File: src/hdl/tfd_pkg.sv
// ----------------------------------------------------------------------------
// tfd_pkg
// Shared types and constants for the telemetry frame deframer: frame sizes,
// result status codes and the word RAM port structs.
// ----------------------------------------------------------------------------
package tfd_pkg;

  // frame geometry: mode byte plus twelve 16-bit words
  localparam int unsigned PAYLOAD_BYTES = 25;
  localparam int unsigned NUM_WORDS     = (PAYLOAD_BYTES + 1) / 2;
  localparam int unsigned WORD_AW       = $clog2(NUM_WORDS);
  localparam int unsigned CNT_W         = $clog2(PAYLOAD_BYTES + 1);

  // expected length byte and default sync word
  localparam logic [7:0]  LEN_BYTE   = 8'(PAYLOAD_BYTES);
  localparam logic [15:0] SYNC_RESET = 16'hEFFE;

  // index of the final word of a good frame
  localparam logic [WORD_AW-1:0] LAST_WORD = WORD_AW'(NUM_WORDS - 1);

  // result status codes
  typedef enum logic [1:0] {
    ST_GOOD    = 2'd0,
    ST_BAD_LEN = 2'd1,
    ST_BAD_SUM = 2'd2
  } status_t;

  // word RAM write port
  typedef struct packed {
    logic               en;
    logic [WORD_AW-1:0] addr;
    logic [15:0]        data;
  } ram_wr_t;

  // word RAM read request
  typedef struct packed {
    logic               en;
    logic [WORD_AW-1:0] addr;
  } ram_rd_t;

endpackage

File: src/hdl/tfd_word_ram.sv
// ----------------------------------------------------------------------------
// tfd_word_ram
// Payload word store: one write port, one read port, registered read data.
// ----------------------------------------------------------------------------
module tfd_word_ram (
  input  logic                         clk,
  input  tfd_pkg::ram_wr_t             wr,
  input  tfd_pkg::ram_rd_t             rd,
  output logic [15:0]                  rd_data
);

  logic [15:0] mem [tfd_pkg::NUM_WORDS];

  // write port
  always_ff @(posedge clk) begin
    if (wr.en) begin
      mem[wr.addr] <= wr.data;
    end
  end

  // registered read port
  always_ff @(posedge clk) begin
    if (rd.en) begin
      rd_data <= mem[rd.addr];
    end
  end

endmodule

File: src/hdl/telemetry_frame_deframer.sv
// ----------------------------------------------------------------------------
// telemetry_frame_deframer
// Hunts a two-byte sync word in a byte stream, checks the length byte and
// the checksum, stores the payload as words in a RAM and plays a good frame
// back as thirteen field items.
// ----------------------------------------------------------------------------
//  channel | direction | handshake           | payload
//  in_     | input     | in_valid / in_stall | in_rx_byte
//  out_    | output    | out_valid/out_stall | field_index, field_value, status, last
//  cfg_    | input     | cfg_wr_en           | cfg_sync_word
//
//  Header, length and payload bytes are taken one per cycle while the output register is free.
//  A bad length or checksum byte loads one error item into the output
//  register; the next byte is held off only while that item is stalled.
//  A good checksum starts playback: one RAM read per field, with one read
//  in flight at a time; no byte is taken then.
//  Reset (rst_n low, synchronous) returns to sync hunting and restores the
//  default sync word; the payload RAM is not cleared.
// ----------------------------------------------------------------------------
module telemetry_frame_deframer (
  input  logic        clk,
  input  logic        rst_n,
  // configuration
  input  logic        cfg_wr_en,
  input  logic [15:0] cfg_sync_word,
  // byte input
  input  logic        in_valid,
  output logic        in_stall,
  input  logic [7:0]  in_rx_byte,
  // field output
  output logic        out_valid,
  input  logic        out_stall,
  output logic [3:0]  out_field_index,
  output logic [15:0] out_field_value,
  output logic [1:0]  out_status,
  output logic        out_last
);

  localparam int unsigned AW = tfd_pkg::WORD_AW;
  localparam int unsigned CW = tfd_pkg::CNT_W;

  typedef enum logic [2:0] {
    PH_SYNC_HI  = 3'd0,
    PH_SYNC_LO  = 3'd1,
    PH_LENGTH   = 3'd2,
    PH_PAYLOAD  = 3'd3,
    PH_CHECK    = 3'd4,
    PH_PLAYBACK = 3'd5
  } phase_t;

  phase_t              phase_r;
  logic [15:0]         sync_r;
  logic [CW-1:0]       cnt_r;
  logic [7:0]          sum_r;
  logic [7:0]          lo_byte_r;
  logic [AW:0]         rd_idx_r;     // next word to read, reaches NUM_WORDS
  logic                rd_pend_r;
  logic [AW-1:0]       pend_idx_r;
  logic                out_valid_r;
  logic [AW-1:0]       out_idx_r;
  logic [15:0]         out_value_r;
  tfd_pkg::status_t    out_status_r;
  logic                out_last_r;

  logic                in_take;
  logic                out_free;
  logic [7:0]          sum_nxt;
  logic [CW-1:0]       cnt_nxt;
  logic                rd_issue;
  logic                len_bad;
  logic                sum_bad;
  logic                out_load;
  tfd_pkg::ram_wr_t    ram_wr;
  tfd_pkg::ram_rd_t    ram_rd;
  logic [15:0]         ram_q;

  // output register is free this edge when empty or being taken
  assign out_free = !out_valid_r || !out_stall;
  assign in_stall = (phase_r == PH_PLAYBACK) || !out_free;
  assign in_take  = in_valid && !in_stall;

  assign sum_nxt = sum_r + in_rx_byte;
  assign cnt_nxt = cnt_r + CW'(1);

  // frame checks and output register load
  assign len_bad  = (in_rx_byte != tfd_pkg::LEN_BYTE);
  assign sum_bad  = (8'(-sum_r) != in_rx_byte);
  assign out_load = (in_take && phase_r == PH_LENGTH && len_bad) ||
                    (in_take && phase_r == PH_CHECK && sum_bad) ||
                    (phase_r == PH_PLAYBACK && rd_pend_r);

  // payload writes: mode byte alone, then a word on each high byte
  always_comb begin
    ram_wr.en   = 1'b0;
    ram_wr.addr = cnt_r[AW:1];
    ram_wr.data = {in_rx_byte, lo_byte_r};
    if (in_take && phase_r == PH_PAYLOAD) begin
      if (cnt_r == '0) begin
        ram_wr.en   = 1'b1;
        ram_wr.data = {8'h00, in_rx_byte};
      end else if (!cnt_r[0]) begin
        ram_wr.en = 1'b1;
      end
    end
  end

  // playback reads: one in flight, issued when the output slot will be free;
  // writes and reads never overlap since input is held off during playback
  assign rd_issue = (phase_r == PH_PLAYBACK) && !rd_pend_r &&
                    (rd_idx_r != (AW + 1)'(tfd_pkg::NUM_WORDS)) && out_free;
  assign ram_rd.en   = rd_issue;
  assign ram_rd.addr = rd_idx_r[AW-1:0];

  tfd_word_ram u_ram (
    .clk     (clk),
    .wr      (ram_wr),
    .rd      (ram_rd),
    .rd_data (ram_q)
  );

  // config register
  always_ff @(posedge clk) begin
    if (!rst_n) begin
      sync_r <= tfd_pkg::SYNC_RESET;
    end else if (cfg_wr_en) begin
      sync_r <= cfg_sync_word;
    end
  end

  // frame state machine and output register
  always_ff @(posedge clk) begin
    if (!rst_n) begin
      phase_r     <= PH_SYNC_HI;
      cnt_r       <= '0;
      sum_r       <= '0;
      rd_pend_r   <= 1'b0;
      rd_idx_r    <= '0;
      out_valid_r <= 1'b0;
    end else begin
      // output slot fills on a new item, else drains when taken
      if (out_load) begin
        out_valid_r <= 1'b1;
      end else if (!out_stall) begin
        out_valid_r <= 1'b0;
      end

      unique case (phase_r)
        PH_SYNC_LO: begin
          if (in_take) begin
            phase_r <= (in_rx_byte == sync_r[7:0]) ? PH_LENGTH : PH_SYNC_HI;
          end
        end
        PH_LENGTH: begin
          if (in_take) begin
            if (len_bad) begin
              phase_r      <= PH_SYNC_HI;
              out_idx_r    <= '0;
              out_value_r  <= '0;
              out_status_r <= tfd_pkg::ST_BAD_LEN;
              out_last_r   <= 1'b1;
            end else begin
              sum_r   <= in_rx_byte;
              cnt_r   <= '0;
              phase_r <= PH_PAYLOAD;
            end
          end
        end
        PH_PAYLOAD: begin
          if (in_take) begin
            sum_r <= sum_nxt;
            cnt_r <= cnt_nxt;
            if (cnt_r[0]) begin
              lo_byte_r <= in_rx_byte;
            end
            if (cnt_nxt == CW'(tfd_pkg::PAYLOAD_BYTES)) begin
              phase_r <= PH_CHECK;
            end
          end
        end
        PH_CHECK: begin
          if (in_take) begin
            if (sum_bad) begin
              phase_r      <= PH_SYNC_HI;
              out_idx_r    <= '0;
              out_value_r  <= '0;
              out_status_r <= tfd_pkg::ST_BAD_SUM;
              out_last_r   <= 1'b1;
            end else begin
              phase_r   <= PH_PLAYBACK;
              rd_idx_r  <= '0;
              rd_pend_r <= 1'b0;
            end
          end
        end
        PH_PLAYBACK: begin
          // issue a read
          if (rd_issue) begin
            rd_pend_r  <= 1'b1;
            pend_idx_r <= rd_idx_r[AW-1:0];
            rd_idx_r   <= rd_idx_r + (AW + 1)'(1);
          end
          // read data returns into the (now empty) output slot
          if (rd_pend_r) begin
            rd_pend_r    <= 1'b0;
            out_idx_r    <= pend_idx_r;
            out_value_r  <= ram_q;
            out_status_r <= tfd_pkg::ST_GOOD;
            out_last_r   <= (pend_idx_r == tfd_pkg::LAST_WORD);
            if (pend_idx_r == tfd_pkg::LAST_WORD) begin
              phase_r <= PH_SYNC_HI;
            end
          end
        end
        default: begin
          if (in_take) begin
            phase_r <= (in_rx_byte == sync_r[15:8]) ? PH_SYNC_LO : PH_SYNC_HI;
          end
        end
      endcase
    end
  end

  assign out_valid       = out_valid_r;
  assign out_field_index = 4'(out_idx_r);
  assign out_field_value = out_value_r;
  assign out_status      = out_status_r;
  assign out_last        = out_last_r;

endmodule

File: config.mk
export PLATFORM = sky130hd
export DESIGN_NAME = telemetry_frame_deframer
export DESIGN_NICKNAME = d
export VERILOG_FILES = /design/src/hdl/tfd_pkg.sv /design/src/hdl/tfd_word_ram.sv /design/src/hdl/telemetry_frame_deframer.sv
export SDC_FILE = /design/constraint.sdc
export NUM_CORES = 1
export LEC_CHECK = 0
export BUFFER_PORTS_ARGS = -buffer_cell sky130_fd_sc_hd__buf_2
export CAP_MARGIN = 20
export CORE_ASPECT_RATIO = 1.25
export CORE_MARGIN = 1
export CORE_UTILIZATION = 37
export CTS_BUF_LIST = sky130_fd_sc_hd__clkbuf_4
export DETAILED_ROUTE_END_ITERATION = 12
export PLACE_DENSITY_LB_ADDON = 0.15
export SYNTH_ARGS = -nofsm -noshare
export SYNTH_HDL_FRONTEND = slang
export SYNTH_SLANG_ARGS = --single-unit
File: constraint.sdc
create_clock -name clk -period 5.1 [get_ports clk]
set_clock_uncertainty 0.2 [all_clocks]
set_input_delay 1.02 -clock clk [delete_from_list [all_inputs] [get_ports clk]]
set_output_delay 1.02 -clock clk [all_outputs]
set_load 0.01 [all_outputs]
### After elaboration in Yosys (flattened, before gate mapping)

Memory sizes are Yosys's and may differ from the RTL's. A register that Yosys moved wholly into a read port is not among the register bits.
Cells that the tools add are included.
Widths: inputs -> output; s select.

* flip-flop bits (word level): 74
* memory bits (writable): 208
* output and inout port bits: 25
* word-level logic and storage cells: 137
* memories: 1

Memory list
* u_ram.mem: depth 13, width 16, rd ports 1, clocked after memory_dff 1, write ports 1, RTL line tfd_word_ram.sv:12 `logic [15:0] mem [tfd_pkg::NUM_WORDS];`

* add/subtract/negate cells: 4
* equal/unequal tests: 25
* muxes and demuxes: 63
* reduce and logical (&&, ||, !) cells: 31

Operator list (number)
* $mux 16: 7
* $pmux 16 s3: 1
* $mux 5: 6
* $mux 3: 9
* $mux 8: 3
* $mux 4: 5
* $ne 2x2->1 const B: 10
* $pmux 5 s2: 2
* $mux 1: 17
* $eq 8x8->1: 2
* $pmux 8 s2: 1
* $pmux 3 s5: 1
* $mux 2: 7
* $pmux 4 s3: 1
* $reduce_and 4->1: 3
* $add 5x1->5 const B: 2
* $logic_and 1x1->1: 10
* $add 8x8->8: 1
* $ne 8x5->1 const B: 1
* $ne 8x8->1: 1
* $neg 8->8: 1
* $reduce_and 8->1: 1
* $reduce_and 7->1: 1
* $eq 3x2->1 const B: 2
* other kinds (15): 28

### Logic depth before layout (Yosys ltp)

* depth after elaboration: 11
* depth in mapped cells: 9
* mapped depth without buffers: 9

### By module

A second synthesis with hierarchy kept.

* cell total of the unflattened synthesis: 772
* area total of the unflattened synthesis: 12577.1 um^2

Modules (own cells, without submodules)
* tfd_word_ram: times used 1, cells an instance 361, area each 8490.6 um^2
* telemetry_frame_deframer: times used 1, cells an instance 411, area each 4086.4 um^2

### Least setup slack after synthesis

OpenSTA, ideal clock, no wires.

* kind: in2reg
* start: input in_valid
* end: memory u_ram.mem[12][0] (enable)
* library setup time: 430 ps
* arrival: 3267 ps
* required time: 4470 ps
* path slack: 1202 ps
* stages on the path: 4
* path buffers: 0
* cells stage by stage: a21bo_2 > nor2_1 > nand2_1 > nor4_1

* cells in the longest elaborated chain, start to end: 5

RTL lines
* start: declaration: RTL line telemetry_frame_deframer.sv:27 `input logic in_valid,`
* $logic_and 1x1->1: RTL line telemetry_frame_deframer.sv:80 `assign in_take = in_valid && !in_stall;`
* $logic_and 1x1->1: RTL line telemetry_frame_deframer.sv:97 `if (in_take && phase_r == PH_PAYLOAD) begin`
* $mux 1: RTL line telemetry_frame_deframer.sv:97
* $mux 1: RTL line tfd_word_ram.sv:16 `if (wr.en) begin`
* $mux 1 (not written as such): RTL line tfd_word_ram.sv:17 `mem[wr.addr] <= wr.data;`
* end: declaration: RTL line tfd_word_ram.sv:12

Every way passes these cells.

### Worst setup path after layout

* start: register phase_r[0]
* end: memory u_ram.mem[4][15] (enable)

* cells in the longest elaborated chain, start to end: 8
* elaborated cells on any way between the ends: 9
* those cells by class: eq/ne (2); mux (3); reduce/logical (4)

RTL lines
* start: declaration: RTL line telemetry_frame_deframer.sv:51 `phase_t phase_r;`
* start signal: assignment: RTL line telemetry_frame_deframer.sv:150 `phase_r <= (in_rx_byte == sync_r[7:0]) ? PH_LENGTH : PH_SYNC_HI;`
* start signal: assignment: RTL line telemetry_frame_deframer.sv:216 `phase_r <= (in_rx_byte == sync_r[15:8]) ? PH_SYNC_LO : PH_SYNC_HI;`
* $eq 3x3->1: RTL line telemetry_frame_deframer.sv:79 `assign in_stall = (phase_r == PH_PLAYBACK) || !out_free;`
* $logic_or 1x1->1: RTL line telemetry_frame_deframer.sv:79
* $logic_not 1->1: RTL line telemetry_frame_deframer.sv:80
* $logic_and 1x1->1: RTL line telemetry_frame_deframer.sv:80
* $logic_and 1x1->1 (*): RTL line telemetry_frame_deframer.sv:97
* $mux 1 (*): RTL line telemetry_frame_deframer.sv:97
* $mux 1 (*): RTL line tfd_word_ram.sv:16
* $mux 1 (not written as such) (*): RTL line tfd_word_ram.sv:17

Mark *: on every way between the ends. The rest lies on a longest branch, timed or not.

==> PnR_summary.wiki <==
{| class="wikitable"
! Metric !! Value
|-
| Result of the run || finished, violations left
|-
| Violations in the final reports || DRC
|-
| Die boundary height || a little over 200 um
|-
| Required time worst endpoint || 5.25 ns
|-
| Cells after Synth || between 700 and 800
|-
| Clock-pin transition on the worst setup and hold timing paths || 0.06 ns
|-
| Maximum number of pins on one net before global-route repair || between 40 and 50
|-
| Class of the most critical setup path || register to register
|-
| Worst Setup End Kind || register
|-
| Mapped Area || ~13,000 um2
|-
| Congestion Overflow GR || 0
|-
| Worst Hold Launch || sync_r[11]
|-
| Detailed Place HPWL || between 15,000 and 20,000 um
|-
| RSZ-0062 raised after global routing || false
|-
| Worst r2r dst || u_ram.mem[4][15]
|-
| Vias/cell || about 5.3
|-
| Count of flip-flops with a built-in enable after synthesis || approximately 260
|-
| 1st-pass router iterations || 9
|-
| Launching element type of the critical path || register
|-
| Final hold slack || 0.298 ns
|-
| Beginning of the worst register-to-register path || phase_r[0]
|-
| Busiest grt layer || met2
|-
| Leading cell types by total area after synthesis || sky130_fd_sc_hd__edfxtp_1 62%, sky130_fd_sc_hd__mux4_2 9.5%, sky130_fd_sc_hd__dfxtp_1 6.2%
|-
| Number of levels the H-tree was split into || 3
|-
| Portion of synthesized cell area occupied by the leading cell type || 62.1%
|-
| X dimension of the die || around 170 um
|-
| R2r setup slk || ~2 ns
|-
| Net Count, Synth || ~800
|-
| Cell area after placement || 13,300 um2
|-
| Clock latency on the worst-skew pair || ~0.70 ns
|-
| Post-synth top area cell || sky130_fd_sc_hd__edfxtp_1
|-
| Placer congestion estimate || 0.796
|-
| Number of nets in the final layout || around 930
|-
| Area added between synthesis and finish || 13.8%
|-
| Switching power || around 1.0 mW
|-
| Yosys warns || 0
|-
| Row Count || 74
|-
| CP Buf/Inv Count || 1
|-
| Library cells used by synthesis || between 60 and 70
|-
| Routed length per placed instance || ~21 um
|-
| Internal power || 3.68 mW
|-
| Clock sink total || 298
|-
| Antenna violations before repair || 1
|-
| Count of input and output buffers || 53
|-
| GR Layer Usage met3 || under 10%
|-
| Final slew viol count || 0
|-
| CP top delay family || simple AND/OR/NAND/NOR gates
|-
| Period minus WS final || ~3.1 ns
|-
| Worst Path Arrival || 3.25 ns
|-
| Sequential share of the synthesized area || 68.3%
|-
| Via count || roughly 7,200
|-
| Final cell count without fillers || around 1,400
|-
| Residual antenna-violating net count after detailed routing || 0
|-
| PnR Total Power || roughly 4.7 mW
|-
| Tot GR Track Use || 17.0%
|-
| M2 GR Usage || 30.6%
|-
| Syn Area/Cell || around 16 um2
|-
| Fraction of power consumed by sequential logic || a little under three fifths
|-
| Fraction of final layout cells with drive strength greater than 1 || just under 30%
|-
| Total I/O pin count || 54
|-
| Count of placed standard cells including taps || between 1,000 and 1,500
|-
| Proportion of power drawn by the clock network || 40.8%
|-
| Cell type of the slowest stage on the worst timing path || sky130_fd_sc_hd__nor2_1
|-
| Floorplan Core Area || about 33,000 um2
|-
| Wire length of the first global-routing pass || roughly 44,000 um
|-
| End point of the most critical hold path || sync_r[11]
|-
| Hold-fix buffers at CTS || 0
|-
| Sum Neg Setup Slack || 0 ns
|-
| Total routed wirelength || 28,400 um
|-
| GRT met1 Usage || around a fifth
|-
| Delay of the slowest critical-path stage || just over 0.6 ns
|-
| Final hold violation count || 0
|-
| Type of the worst min-delay path || register to register
|-
| Worst Path Max Fanout || 16
|-
| Non-Filler Cell Area, Final || 14,300 um2
|-
| Cell count of the worst hold path || 2
|-
| CTS Buf Count || 75
|-
| Setup violations, final || 0
|-
| Max rail drop VDD || 0.000117 V
|-
| Combinational share of power || approximately 2.6%
|-
| Slew of the pin with the lowest slew margin || roughly 0.91 ns
|-
| Root Driver || sky130_fd_sc_hd__clkbuf_4
|-
| Number of resized instances in the post-cts repair step || 0
|-
| F_max || ~320 MHz
|-
| Leakage power of the design || about 4.8 nW
|-
| Initial Util || 38.0%
|-
| Clock tree from TritonCTS || built
|-
| Post-route DRC violation count || 4
|-
| Cell Pwr Density || roughly 330 nW/um2
|-
| Switching power as a share of total power || roughly a fifth
|-
| Ys flop type || sky130_fd_sc_hd__edfxtp_1
|-
| Initial drt markers || approximately 440
|-
| Area of the die || 34,600 um2
|-
| Crit share post-route || 60.9%
|-
| Commonest cells after routing, fill and taps aside || 259 x sky130_fd_sc_hd__edfxtp_1, 112 x sky130_fd_sc_hd__clkbuf_4, 54 x sky130_fd_sc_hd__buf_2
|-
| Flop and latch count out of synthesis || 298
|-
| Worst r2r path cells || 6
|-
| Number of buffers on the longest clock path || 3
|-
| Setup Buffers After CTS || 0
|-
| Commonest non-fill, non-tap cell in the layout || sky130_fd_sc_hd__edfxtp_1
|-
| Async set or reset register ratio after synthesis || 0%
|-
| Total of max-cap violations || 0
|-
| Worst slew margin relative to its limit || 39.2%
|-
| Via count of the first global-routing pass || between 7,000 and 8,000
|-
| Cell-by-cell trace of the critical path || nand3b_1 -> nor2_1 -> nand2_1 -> or3_1 -> nor3_2 -> buf_4
|}
flip-flops by register name (all words and copies together) (netlist names):
signal	cells
cnt_r	5
lo_byte_r	8
out_field_index	4
out_field_value	16
out_last	1
out_status	2
out_valid	1
pend_idx_r	4
phase_r	3
rd_idx_r	5
rd_pend_r	1
sum_r	8
sync_r	16
u_ram.mem	208
u_ram.rd_data	16
cell families (layout without fill, tap and decap cells):
group	count (synthesis)	in the layout	share of synthesized area, %
compound gates	87	87	5.06
xor+xnor	26	26	1.82
fa+ha+maj	14	14	1.46
buf+inv	64	225	2.15
flops	298	298	68.3
mux	87	87	12.3
other cells	0	2	0
simple gates	203	203	8.86
cell type report:
type                       instances  area, um2
clock inverter                    15       61.3
antenna                            2       5.00
multi-input combinational        417       3720
inverter                          15       56.3
fill                            2992      18700
clock buffer                     112        841
sequential                       298       8560
timing repair buffer              83        488
tap                              418        523
worst register-to-register path, delay by kind of cell (launching register included):
kind,cells,cell delay [ns]
AND/OR/NAND/NOR,5,1.77
buffers and inverters,1,0.31
flip-flops,1,0.52
synthesized netlist by cell type, drive strengths merged, types with 6 or more instances:
| cell | instances |
|---|---|
| o21ai | 13 |
| nand2b | 6 |
| a211oi | 16 |
| xnor2 | 12 |
| dfxtp | 39 |
| nand3 | 18 |
| xor2 | 14 |
| clkbuf | 27 |
| nand2 | 38 |
| inv | 15 |
| nor3 | 15 |
| mux2i | 27 |
| a21oi | 24 |
| mux2 | 7 |
| nor2 | 44 |
| ha | 13 |
| mux4 | 53 |
| nand4 | 7 |
| and2 | 41 |
| buf | 22 |
| edfxtp | 259 |
| nor2b | 6 |
power groups by stage:
stage,sequential [mW],combinational (mW),clock (mW)
2_1_floorplan,2.70,0.0832,0
3_3_place_gp,2.70,0.119,0
3_5_place_dp,2.70,0.123,0
4_1_cts,2.65,0.123,1.98
5_1_grt,2.65,0.136,2.10
6_report,2.65,0.122,1.91
metal layers:
metal | share of wire [%] | vias to the layer above
met5 | 0 | -
met4 | 2.3 | 0
met3 | 4.3 | 53
met2 | 53 | 199
met1 | 40 | 3608
li1 | - | 3298
worst max-delay path by stage:
stage	startpoint	end	slack (ns)	cells after the start
global placement	out_stall	u_ram.mem[0][1]	1.56	5
detailed placement	out_stall	u_ram.mem[1][1]	1.40	5
finish	phase_r[0]	u_ram.mem[4][15]	1.99	6
CTS	phase_r[0]	u_ram.mem[1][1]	1.74	4
global route	phase_r[0]	u_ram.mem[4][1]	1.79	6
floorplan	in_valid	u_ram.mem[12][0]	1.20	4
metrics by stage:
stage          worst slack [ns]  utilization [%]
6_report                   1.99             43.3
5_1_grt                    1.79             43.3
4_1_cts                    1.74             43.2
3_5_place_dp               1.40             40.5
3_3_place_gp               1.56             40.5
2_1_floorplan              1.20                -
No activity file was read; power rests on OpenSTA's default activity.
